File: src/rtl/guided_bilateral_filter_pass_assert.svh
// Assertion macros for the guided bilateral filter pass.
// Used by rtl/guided_bilateral_filter_pass.sv; expects clk and rst in scope.
`ifndef GUIDED_BILATERAL_FILTER_PASS_ASSERT_SVH
`define GUIDED_BILATERAL_FILTER_PASS_ASSERT_SVH

// Same-cycle implication, checked at every edge out of reset.
`define GBFP_ASSERT(label, cond, conseq, msg) \
  label: assert property (@(posedge clk) disable iff (rst) (cond) |-> (conseq)) else $error(msg);

// Next-cycle implication.
`define GBFP_ASSERT_NEXT(label, cond, conseq, msg) \
  label: assert property (@(posedge clk) disable iff (rst) (cond) |=> (conseq)) else $error(msg);

`endif

File: src/rtl/gbfp_ram.sv
// Generic single-write, single-read RAM with registered read data.
// No dependencies; instanced by rtl/guided_bilateral_filter_pass.sv.
`timescale 1ns / 1ps

module gbfp_ram #(
  parameter int WIDTH = 8,
  parameter int DEPTH = 256
) (
  input  logic                     clk,
  input  logic                     we,
  input  logic [$clog2(DEPTH)-1:0] waddr,
  input  logic [WIDTH-1:0]         wdata,
  input  logic [$clog2(DEPTH)-1:0] raddr,
  output logic [WIDTH-1:0]         rdata
);

  logic [WIDTH-1:0] mem [DEPTH];

  always_ff @(posedge clk) begin
    if (we) begin
      mem[waddr] <= wdata;
    end
    rdata <= mem[raddr];
  end

endmodule

File: config.mk
export PLATFORM = sky130hd
export DESIGN_NAME = gbfp_ram
export DESIGN_NICKNAME = d
export VERILOG_FILES = /design/src/rtl/guided_bilateral_filter_pass_assert.svh /design/src/rtl/gbfp_ram.sv
export SDC_FILE = /design/constraint.sdc
export NUM_CORES = 2
export LEC_CHECK = 0
export ABC_AREA = 1
export BUFFER_PORTS_ARGS = -buffer_cell sky130_fd_sc_hd__buf_2
export CAP_MARGIN = 30
export CORE_ASPECT_RATIO = 0.6
export CORE_MARGIN = 4
export CORE_UTILIZATION = 57
export DETAILED_ROUTE_END_ITERATION = 10
export HOLD_SLACK_MARGIN = 0.03
export PLACE_DENSITY = 0.76
export REMOVE_ABC_BUFFERS = 1
export SYNTH_ARGS = -nofsm -noshare
export SYNTH_HDL_FRONTEND = slang
export SYNTH_SLANG_ARGS = --single-unit
File: constraint.sdc
create_clock -name clk -period 1.85 [get_ports clk]
set_input_delay 0.37 -clock clk [delete_from_list [all_inputs] [get_ports clk]]
set_output_delay 0.37 -clock clk [all_outputs]
set_load 0.005 [all_outputs]
==> flow_metrics.tcl <==
set metrics [dict create \
    syn_to_final_growth_pct 15.89 \
    crit_fanout 1 \
    finalCritPeriodShare 1.024 \
    finalNetCount 7452 \
    grt_use_total 0.3159 \
    drcViolationCount 0 \
    start_kind "flop" \
    cts.path.max_buffers 3 \
    drt-total-wl_um 243400 \
    utilization 0.6666 \
    arrival_ps 2610 \
    period_needed_ps 1895 \
    start_util 0.5752 \
    critPathCaptureType "flop" \
    p_leak_nw 34.83 \
    drtAntennaViolNets 0 \
    path_class "reg2reg" \
    fp-row-count 108 \
    p_per_area_nw_per_um2 976.6 \
    ys_seq_area_frac 0.7394 \
    synth.avg_cell_area_um2 11.91 \
    clock-sinks 2056 \
    tightest_slew_ps 621.7 \
    pre_cts_ws_ps -762.0 \
    hold_viol 0 \
    drv_cap 0 \
    grt_pass1_vias 55280 \
    worst_slack_ps -45.19 \
    seqPwrFrac 0.544 \
    drive_above_1_share 0.1296 \
    syn_area_um2 83400 \
    cts_tree "yes" \
    violations "negative setup slack" \
    synth_cells 7003 \
    die_height_um 304.3 \
    setup_viol 1 \
    first_iter_violations 10860 \
    die_width_um 501.8 \
    vias_per_cell 6.263 \
    drt-pass1-iter-count 7 \
    io_buffers 33 \
    design.core.area_um2 145000 \
    holdWs_ps 106.7 \
    finalClockSkew_ps 41.28 \
    hpwlAfterDp_um 157200 \
    critPathRequiredTime_ps 2570 \
    pin_count 34 \
    status "complete, but fails checks" \
    wl_per_cell_um 25.63 \
    routed-via-count 59480 \
    grt_setup_unrepaired "yes" \
    max_freq_mhz 527.7 \
    yosysUniqueCellTypes 14 \
    antenna_found_initial 10 \
    grt_max_degree 86 \
    slew_viol_final 0 \
    clock-root-buffer "clkbuf_16" \
    netSwitchingFraction 0.2319 \
    die_area_um2 152700 \
    finalPower_w 0.09439 \
    power.switching_w 0.02189 \
    cts.clk_slew.worst_paths_ps 70 \
    fill_cells 9933 \
    p_clk_frac 0.381 \
    cts_buffers 172 \
    clk_latency_ps 830 \
    grt_pass1_wl_um 359200 \
    gp_congestion 0.9745 \
    worst_ir_drop_vdd_v 0.0008730 \
    max_slew_margin 0.5856 \
    htree_levels 4 \
    intPower_w 0.07250 \
    synth-seq-cells 2056 \
    combPwrFrac 0.075 \
    gr-total-overflow 0 \
    yosysWarnings 0 \
    reg2reg_setup_slack_ps -50 \
    min_path_type "in2reg" \
]
## metal layers
layer,wire (um),global-route usage,part of all wire,vias to the layer above
met4,6937,0.08996,0.028,10
met2,100200,0.4255,0.41,4687
met5,66,0,0.00027,-
li1,-,-,-,25720
met1,93230,0.4854,0.38,28590
met3,42970,0.1115,0.18,484
## sequential cells by signal (all words and copies together), names as in the netlist
| signal | cells |
|---|---|
| mem | 2048 |
| rdata | 8 |
## metrics by stage
step / cell area (um^2) / cells / TNS (ps)
final: 96650 / 9497 / -45.19
after CTS: 96570 / 9488 / 0
after floorplan: 80940 / 6520 / -33300
after global placement: 91040 / 9169 / -10530
after global routing: 96630 / 9490 / -76.48
after detailed placement: 91040 / 9169 / -13900
## what timing repair did
action | in CTS | in global routing
resized for setup | 3 | 11
hold buffers | 8 | 0
endpoints found under the setup margin | 3 | 6
hold endpoints to repair | 151 | 0
setup buffers | 0 | 0
## worst max-delay path: stages (launching register included)
cell and delay [ps]:
edfxtp_1 380, nand2_1 90, nand3_1 90, nand3_1 130
nand3_1 110, nand3_1 260, nand3_1 350, nand3_1 230
nand2_1 70, nand2_1 50, nand2_1 50
## worst paths after layout
check	endpoint	start	cells past startpoint
setup reg to reg	rdata[0]	mem[95][0]	10
hold reg to reg	rdata[7]	mem[6][7]	10
hold / removal	mem[33][1]	wdata[1]	2
setup / recovery	rdata[0]	mem[95][0]	10
## cell families (layout without fill, tap and decap cells)
group                  Yosys count  count (layout)  share of synthesized area
buffers and inverters          522            1082                    0.03119
and+or+nand+nor               4425            4425                     0.2295
DFF                           2056            2056                     0.7394
other                            0               9                          0
## cell type report
cell class	instances	area (um^2)	share of cell area
Antenna cell	9	22.52	0.0002330
Sequential cell	2056	61660	0.6380
Timing Repair Buffer	732	7742	0.08011
Clock buffer	205	4428	0.04581
Clock inverter	106	1016	0.01051
Tap cell	1925	2409	0.02492
Multi-Input combinational cell	4425	19190	0.1986
Inverter	39	180.2	0.001864
## power groups by stage
stage	Combinational, W	Clock, W	Sequential (W)
after CTS	0.00682	0.0361	0.0514
final	0.00707	0.0360	0.0513
after global placement	0.00660	0	0.0524
after global routing	0.00743	0.0382	0.0513
after detailed placement	0.00676	0	0.0524
after floorplan	0.00271	0	0.0524
## Yosys cell counts
library cell	n	area share
buf_4	46	0.0041
buf_1	40	0.0018
nand2_1	2123	0.096
inv_1	36	0.0016
dfxtp_1	8	0.0019
buf_8	1	0.00018
clkbuf_1	112	0.0050
buf_6	16	0.0022
inv_2	2	0.000090
buf_2	268	0.016
nand3_1	2019	0.12
nor2_1	283	0.013
edfxtp_1	2048	0.74
inv_4	1	0.000075
## placed cells by master (no fill, tap or decap), drive strengths merged
cell type	count
edfxtp	2048
inv	46
dlygate4sd3	8
clkinv	85
diode	9
clkinvlp	1
bufinv	13
dfxtp	8
nor2	283
buf	724
clkbuf	205
nand3	2019
nand2	2123
No activity file was read; power rests on OpenSTA's default activity.
